--- src/sv/cll_pkg.sv ---
`timescale 1ns / 1ps
`default_nettype none
// ----------------------------------------------------------------------------
// cll_pkg
// Types, operation codes and sequencer states of the circular link engine.
// ----------------------------------------------------------------------------
package cll_pkg;

    localparam int unsigned ID_W    = 12;
    localparam int unsigned COUNT_W = 13;
    localparam int unsigned ID_MAX  = 4095;

    localparam logic [COUNT_W-1:0] COUNT_MAX = 13'h1FFF;

    localparam logic [2:0] OP_APPEND     = 3'd0;
    localparam logic [2:0] OP_INS_AFTER  = 3'd1;
    localparam logic [2:0] OP_INS_BEFORE = 3'd2;
    localparam logic [2:0] OP_RM_NEXT    = 3'd3;
    localparam logic [2:0] OP_RM_PREV    = 3'd4;

    typedef struct packed {
        logic [ID_W-1:0] new_id;
        logic [ID_W-1:0] anchor_id;
        logic [2:0]      op;
    } cmd_t;

    typedef struct packed {
        logic            status;
        logic [ID_W-1:0] neighbour_id;
    } rsp_t;

    typedef enum logic [3:0] {
        S_IDLE,
        S_APP_FIRST,
        S_RD_HEAD,
        S_APP_W1,
        S_APP_W2,
        S_RD_ANC,
        S_SEL,
        S_INS_RX,
        S_INS_W1,
        S_INS_RY,
        S_INS_W2,
        S_RM_RD,
        S_RM_W1,
        S_RM_RN,
        S_RM_W2,
        S_RESP
    } state_t;

endpackage
`default_nettype wire

--- src/sv/cll_ctrl.sv ---
`timescale 1ns / 1ps
`default_nettype none
// ----------------------------------------------------------------------------
// cll_ctrl
// Command sequencer: steps every link read and write through the two
// single-port link memories in order, and keeps the ring head and count.
// ----------------------------------------------------------------------------
module cll_ctrl
    import cll_pkg::*;
#(
    parameter int unsigned NUM_IDS = 4096
)
(
    input  wire logic                       clk,
    input  wire logic                       rst_n,
    input  wire logic                       cmd_valid,
    output logic                            cmd_ready,
    input  wire cmd_t                       cmd,
    output logic                            rsp_valid,
    input  wire logic                       rsp_ready,
    output rsp_t                            rsp,
    output logic                            next_we,
    output logic      [$clog2(NUM_IDS)-1:0] next_addr,
    output logic      [ID_W-1:0]            next_wdata,
    input  wire logic [ID_W-1:0]            next_rdata,
    output logic                            prev_we,
    output logic      [$clog2(NUM_IDS)-1:0] prev_addr,
    output logic      [ID_W-1:0]            prev_wdata,
    input  wire logic [ID_W-1:0]            prev_rdata
);

    localparam int unsigned ADDR_W = $clog2(NUM_IDS);

    function automatic logic [ADDR_W-1:0] to_addr(input logic [ID_W-1:0] id);
        logic [31:0] v;
        v = 32'(id);
        for (int k = ID_W - 1; k >= 0; k--)
        begin
            if (((64'(NUM_IDS) << k) <= 64'(ID_MAX)) && (v >= 32'(64'(NUM_IDS) << k)))
            begin
                v = v - 32'(64'(NUM_IDS) << k);
            end
        end
        return v[ADDR_W-1:0];
    endfunction

    state_t             state_reg,  state_next;
    logic [2:0]         op_reg,     op_next;
    logic [ID_W-1:0]    anchor_reg, anchor_next;
    logic [ID_W-1:0]    item_reg,   item_next;
    logic [ID_W-1:0]    at_reg,     at_next;
    logic [ID_W-1:0]    p_reg,      p_next;
    logic [ID_W-1:0]    nb_reg,     nb_next;
    logic               status_reg, status_next;
    logic [ID_W-1:0]    head_reg,   head_next;
    logic [COUNT_W-1:0] count_reg,  count_next;

    logic [COUNT_W-1:0] count_up;
    logic [COUNT_W-1:0] count_down;
    logic               refuse;

    assign count_up   = (count_reg == COUNT_MAX) ? count_reg : count_reg + 1'b1;
    assign count_down = (count_reg != '0) ? count_reg - 1'b1 : count_reg;

    always_comb
    begin
        refuse = 1'b0;
        unique case (cmd.op) inside
            OP_INS_AFTER, OP_INS_BEFORE: refuse = (count_reg == '0);
            OP_RM_NEXT, OP_RM_PREV:      refuse = (count_reg < COUNT_W'(2));
            default:                     refuse = 1'b0;
        endcase
    end

    always_comb
    begin
        state_next = state_reg;
        unique case (state_reg)
            S_IDLE:
            begin
                if (cmd_valid)
                begin
                    unique case (cmd.op) inside
                        OP_APPEND:
                            state_next = (count_reg == '0) ? S_APP_FIRST : S_RD_HEAD;
                        OP_INS_AFTER, OP_INS_BEFORE, OP_RM_NEXT, OP_RM_PREV:
                            state_next = refuse ? S_RESP : S_RD_ANC;
                        default:
                            state_next = S_IDLE;
                    endcase
                end
            end
            S_APP_FIRST: state_next = S_IDLE;
            S_RD_HEAD:   state_next = S_APP_W1;
            S_APP_W1:    state_next = S_APP_W2;
            S_APP_W2:    state_next = S_IDLE;
            S_RD_ANC:    state_next = S_SEL;
            S_SEL:
                state_next = ((op_reg == OP_INS_AFTER) || (op_reg == OP_INS_BEFORE))
                             ? S_INS_RX : S_RM_RD;
            S_INS_RX:    state_next = S_INS_W1;
            S_INS_W1:    state_next = S_INS_RY;
            S_INS_RY:    state_next = S_INS_W2;
            S_INS_W2:    state_next = S_RESP;
            S_RM_RD:     state_next = S_RM_W1;
            S_RM_W1:     state_next = S_RM_RN;
            S_RM_RN:     state_next = S_RM_W2;
            S_RM_W2:     state_next = S_RESP;
            S_RESP:      state_next = rsp_ready ? S_IDLE : S_RESP;
            default:     state_next = S_IDLE;
        endcase
    end

    always_comb
    begin
        op_next     = op_reg;
        anchor_next = anchor_reg;
        item_next   = item_reg;
        at_next     = at_reg;
        p_next      = p_reg;
        nb_next     = nb_reg;
        status_next = status_reg;
        head_next   = head_reg;
        count_next  = count_reg;
        next_we     = 1'b0;
        prev_we     = 1'b0;
        next_addr   = to_addr(at_reg);
        prev_addr   = to_addr(at_reg);
        next_wdata  = item_reg;
        prev_wdata  = item_reg;
        cmd_ready   = 1'b0;
        rsp_valid   = 1'b0;

        unique case (state_reg)
            S_IDLE:
            begin
                cmd_ready   = 1'b1;
                op_next     = cmd.op;
                anchor_next = cmd.anchor_id;
                item_next   = cmd.new_id;
                nb_next     = '0;
                status_next = refuse;
            end
            S_APP_FIRST:
            begin
                next_we    = 1'b1;
                prev_we    = 1'b1;
                next_addr  = to_addr(anchor_reg);
                prev_addr  = to_addr(anchor_reg);
                next_wdata = anchor_reg;
                prev_wdata = anchor_reg;
                head_next  = anchor_reg;
                count_next = count_up;
            end
            S_RD_HEAD:
            begin
                prev_addr = to_addr(head_reg);
            end
            S_APP_W1:
            begin
                next_we    = 1'b1;
                prev_we    = 1'b1;
                next_addr  = to_addr(prev_rdata);
                next_wdata = anchor_reg;
                prev_addr  = to_addr(anchor_reg);
                prev_wdata = prev_rdata;
            end
            S_APP_W2:
            begin
                next_we    = 1'b1;
                prev_we    = 1'b1;
                next_addr  = to_addr(anchor_reg);
                next_wdata = head_reg;
                prev_addr  = to_addr(head_reg);
                prev_wdata = anchor_reg;
                count_next = count_up;
            end
            S_RD_ANC:
            begin
                next_addr = to_addr(anchor_reg);
                prev_addr = to_addr(anchor_reg);
            end
            S_SEL:
            begin
                unique case (op_reg) inside
                    OP_INS_AFTER:
                    begin
                        at_next = anchor_reg;
                        nb_next = next_rdata;
                    end
                    OP_RM_NEXT:
                    begin
                        at_next = next_rdata;
                        nb_next = next_rdata;
                    end
                    OP_INS_BEFORE, OP_RM_PREV:
                    begin
                        at_next = prev_rdata;
                        nb_next = prev_rdata;
                    end
                    default:
                    begin
                        at_next = at_reg;
                    end
                endcase
            end
            S_INS_RX, S_INS_RY, S_RM_RN:
            begin
                next_addr = to_addr(at_reg);
            end
            S_INS_W1:
            begin
                next_we    = 1'b1;
                prev_we    = 1'b1;
                next_addr  = to_addr(item_reg);
                next_wdata = next_rdata;
                prev_addr  = to_addr(item_reg);
                prev_wdata = at_reg;
            end
            S_INS_W2:
            begin
                next_we    = 1'b1;
                prev_we    = 1'b1;
                next_addr  = to_addr(at_reg);
                next_wdata = item_reg;
                prev_addr  = to_addr(next_rdata);
                prev_wdata = item_reg;
                count_next = count_up;
            end
            S_RM_RD:
            begin
                next_addr = to_addr(at_reg);
                prev_addr = to_addr(at_reg);
            end
            S_RM_W1:
            begin
                next_we    = 1'b1;
                next_addr  = to_addr(prev_rdata);
                next_wdata = next_rdata;
                p_next     = prev_rdata;
            end
            S_RM_W2:
            begin
                prev_we    = 1'b1;
                prev_addr  = to_addr(next_rdata);
                prev_wdata = p_reg;
                count_next = count_down;
                if (at_reg == head_reg)
                begin
                    head_next = next_rdata;
                end
            end
            S_RESP:
            begin
                rsp_valid = 1'b1;
            end
            default:
            begin
                rsp_valid = 1'b0;
            end
        endcase
    end

    assign rsp.neighbour_id = nb_reg;
    assign rsp.status       = status_reg;

    always_ff @(posedge clk or negedge rst_n)
    begin
        if (!rst_n)
        begin
            state_reg <= S_IDLE;
            head_reg  <= '0;
            count_reg <= '0;
        end
        else
        begin
            state_reg <= state_next;
            head_reg  <= head_next;
            count_reg <= count_next;
        end
    end

    always_ff @(posedge clk)
    begin
        op_reg     <= op_next;
        anchor_reg <= anchor_next;
        item_reg   <= item_next;
        at_reg     <= at_next;
        p_reg      <= p_next;
        nb_reg     <= nb_next;
        status_reg <= status_next;
    end

    a_refused_zero: assert property (@(posedge clk) disable iff (!rst_n)
        (rsp_valid && rsp.status) |-> (rsp.neighbour_id == '0))
        else $error("refused transaction carries a neighbour id");

    a_rm_needs_two: assert property (@(posedge clk) disable iff (!rst_n)
        (state_reg == S_RM_RD) |-> (count_reg >= COUNT_W'(2)))
        else $error("removal started on a ring below two ids");

    a_ins_counts: assert property (@(posedge clk) disable iff (!rst_n)
        (state_reg == S_INS_W2) |=>
            ((count_reg == $past(count_reg) + 1'b1) || ($past(count_reg) == COUNT_MAX)))
        else $error("insertion did not advance the ring count");

    a_head_moves: assert property (@(posedge clk) disable iff (!rst_n)
        ((state_reg != S_APP_FIRST) && (state_reg != S_RM_W2)) |=> $stable(head_reg))
        else $error("ring head moved outside first append or removal");

endmodule
`default_nettype wire

--- config.mk ---
export PLATFORM = sky130hd
export DESIGN_NAME = cll_ctrl
export DESIGN_NICKNAME = d
export VERILOG_FILES = /design/src/sv/cll_pkg.sv /design/src/sv/cll_ctrl.sv
export SDC_FILE = /design/constraint.sdc
export NUM_CORES = 1
export LEC_CHECK = 0
export ABC_CLOCK_PERIOD_IN_PS = 2250
export BUFFER_PORTS_ARGS = -buffer_cell sky130_fd_sc_hd__buf_2
export CAP_MARGIN = 30
export CORE_UTILIZATION = 25
export CTS_BUF_LIST = sky130_fd_sc_hd__clkbuf_8 sky130_fd_sc_hd__clkbuf_16
export DETAILED_ROUTE_END_ITERATION = 6
export GPL_TIMING_DRIVEN = 1
export PLACE_DENSITY = 0.5
export REMOVE_ABC_BUFFERS = 1
export SYNTH_ARGS = -nofsm -noshare
export SYNTH_HDL_FRONTEND = slang
export SYNTH_SLANG_ARGS = --single-unit
--- constraint.sdc ---
create_clock -name clk -period 2.25 [get_ports clk]
set_input_delay 0.1125 -clock clk [delete_from_list [all_inputs] [get_ports clk]]
set_output_delay 0.1125 -clock clk [all_outputs]
set_load 0.05 [all_outputs]
==> flow_summary.yaml <==
global_routing:
  grt_usage_pct: 19.4
  grt_max_degree: 30
  antenna_found_initial: 1
  grt_pass1_wl_um: 34600
  grt-ovfl-total: 0
  grt_pass1_vias: 5959
final_layout:
  fin_util_pct: 39.1
  final_nets: 899
  largest_register_ffs: 13
  fillers: 2213
  layout_commonest_cell: "nand2_1"
  layout_common_cells: "nand2_1, buf_4, buf_2, edfxtp_1, nor2_1"
  fin_cells: 1134
  areaGrowthSynthToFinish_pct: 53.2
  design_area_um2: 8850
  drive_gt1_share_pct: 39.2
timing:
  slew_viol_final: 0
  relSlewSlack_pct: 48.4
  fin_crit_ns: 2.38
  rsz0062_at_grt: "true"
  tightest_slew_ns: 0.774
  setup_ws_ns: -0.130
  finalHoldViolCount: 0
  setup_viol: 33
  holdWs_ns: 0.0405
  timing.final.crit_share_pct: 106
  fin_worst_skew_ns: 0.0122
  max_freq_mhz: 420
setup_path:
  rr_worst_depth: 7
  path_cells: "buf_6 -> buf_6 -> nor3b_4 -> and2_4 -> buf_8 -> a222oi_1 -> nand3_4 -> buf_8"
  slowest_stage: "a222oi_1"
  cp_top_family: "buffers and inverters"
  required_ns: 2.14
  r2r_slack_ns: 0.10
  slowest_delay_ns: 0.48
  endpoint_kind: "primary output"
  cp-start-kind: "flop"
  crit_buf_inv: 4
  r2r_end: "count_reg[1]"
  reg2reg_from: "state_reg[1]"
  crit_arrival_ns: 2.27
  worst-path-max-fanout: 5
  worstSetupPathType: "reg -> out"
placement:
  dp_hpwl_um: 15800
  place_congestion: 0.853
  dp_cells: 1053
  post_dp_cell_area_um2: 7060
  port_buffers: 119
clock_network:
  cts_tree: "built"
  cts_buffers: 9
  path_clk_slew_ns: 0.07
  cts_root_buf: "clkbuf_16"
  clockBufferDepth: 2
  clock_latency_ns: 0.37
  h-tree-depth: 3
  cts_sinks: 93
pwr:
  power.density_nw_per_um2: 1660
  internal-power_mw: 7.36
  p_clk_share_pct: 11.4
  power_leakage_nw: 3.65
  p_sw_mw: 7.31
  p_sw_share_pct: 49.8
  ir_drop_uv: 793
  p_comb_share_pct: 70.8
  power_mw: 14.7
  seq_power_share_pct: 17.8
die:
  die_h_um: 154
  fp-row-count: 55
  die_area_um2: 23700
  initial_core_util_pct: 25.5
  core_um2: 22600
  ios: 120
  dieWidth_um: 154
synth:
  synth_enable_flop_cells: 64
  ys_seq_area_share_pct: 45.8
  syn_inst: 626
  ys_warn_count: 0
  avgSynthCellArea_um2: 9.23
  ys_async_sr_fraction_pct: 31.2
  ys_types: 56
  syn_area_um2: 5780
  synth-seq-cells: 93
  ys.flop_type: "edfxtp_1"
routing:
  viasPerCell: 5.34
  vias: 6058
  drtAntennaViolNets: 0
  drt-total-wl_um: 23400
  wl_per_cell_um: 20.6
  dr.pass1.iters: 6
  post-route-drc-count: 0
  drt_iter0_drc: 626
hold_path:
  holdCritPathClass: "in -> reg"
  hold_depth: 3
  hold_start: "cmd_valid"
  hold_end: "state_reg[0]"
run:
  cap_violations: 0
status:
  violations: "negative setup slack"
  status: "finished with violations"
synthesized netlist by cell type (3+ instances only):
cell | n | area [um2]
nand4_1 | 6 | 37.5
o22ai_1 | 13 | 81.3
a31oi_1 | 3 | 18.8
clkbuf_1 | 22 | 82.6
nor3_1 | 22 | 110
mux2_2 | 21 | 236
nor2b_1 | 4 | 25.0
o31ai_1 | 4 | 30.0
a21oi_1 | 37 | 185
and2_1 | 7 | 43.8
xor2_1 | 13 | 114
nor2_1 | 51 | 191
or3_1 | 4 | 25.0
nand3_1 | 22 | 110
nand2_1 | 137 | 514
xnor2_1 | 15 | 131
o21ai_0 | 9 | 45.0
buf_4 | 5 | 37.5
a222oi_1 | 36 | 360
buf_6 | 5 | 56.3
nor4_1 | 7 | 43.8
o211ai_1 | 3 | 22.5
dfrtp_1 | 29 | 726
buf_1 | 4 | 15.0
buf_2 | 15 | 75.1
o21a_1 | 4 | 30.0
a22oi_1 | 24 | 180
edfxtp_1 | 64 | 1920
inv_1 | 8 | 30.0
tightest hold or removal path: cells and delay by family:
family	cells	cell delay, ns
compound gates	1	0.07
buf+inv	1	0.11
simple gates	1	0.07
per-layer routing:
| metal | up-vias | track usage, % | share of wire, % |
|---|---|---|---|
| met1 | 2946 | 24.7 | 41 |
| met3 | 39 | 3.86 | 7.4 |
| li1 | 2775 | - | - |
| met5 | - | 0 | 0 |
| met2 | 298 | 32.5 | 49 |
| met4 | 0 | 6.76 | 2.6 |
cell families (layout without fill, tap and decap cells):
kind of cell	count (synthesis)	after routing	share of synthesized area, %
simple gates	278	278	21.8
compound gates	143	143	18.1
flops	93	93	45.8
buf+inv	59	281	5.13
xor+xnor	28	28	4.24
mux	24	24	4.66
fa+ha+maj	1	1	0.217
other cells	0	1	0
final cells by class:
| class | count | area (um2) | area share [%] |
|---|---|---|---|
| Multi-Input combinational cell | 474 | 3200 | 36.2 |
| Sequential cell | 93 | 2650 | 30.0 |
| Timing Repair Buffer | 257 | 2290 | 25.9 |
| Tap cell | 285 | 357 | 4.03 |
| Clock buffer | 10 | 239 | 2.70 |
| Clock inverter | 6 | 76.3 | 0.862 |
| Inverter | 8 | 30.0 | 0.339 |
| Antenna cell | 1 | 2.50 | 0.0283 |
metrics by stage:
step | worst slack (ns) | setup TNS [ns]
floorplan | -0.816 | -53.07
global placement | 0.0176 | 0
detailed placement | -0.0180 | -0.0180
CTS | -0.0710 | -1.26
global route | -0.195 | -4.58
finish | -0.130 | -1.72
how the worst max path moves through the flow:
stage                 start  cells after the start        endpoint  slack [ns]
6_report       state_reg[3]                      8   prev_addr[11]       -0.13
5_1_grt        state_reg[3]                     11   prev_addr[11]       -0.19
4_1_cts        state_reg[1]                      6  prev_wdata[11]       -0.07
3_5_place_dp   state_reg[3]                      8   next_wdata[6]       -0.02
3_3_place_gp   state_reg[3]                      8   next_wdata[6]        0.02
2_1_floorplan  state_reg[3]                      4   prev_addr[11]       -0.82
what timing repair did:
action	in CTS	in global routing
setup endpoints to repair	50	56
buffers inserted	12	9
cloned	2	2
pin swaps	32	39
endpoints found under the hold margin	67	0
hold buffers	39	0
resized for setup	129	114
power by group through the flow:
stage	combinational (mW)	clock [mW]	sequential (mW)
2_1_floorplan	4.82	0	2.84
3_3_place_gp	7.77	0	2.63
3_5_place_dp	7.78	0	2.63
4_1_cts	9.15	1.72	2.59
5_1_grt	10.9	1.79	2.66
6_report	10.4	1.67	2.61
No activity file was read; power rests on OpenSTA's default activity.
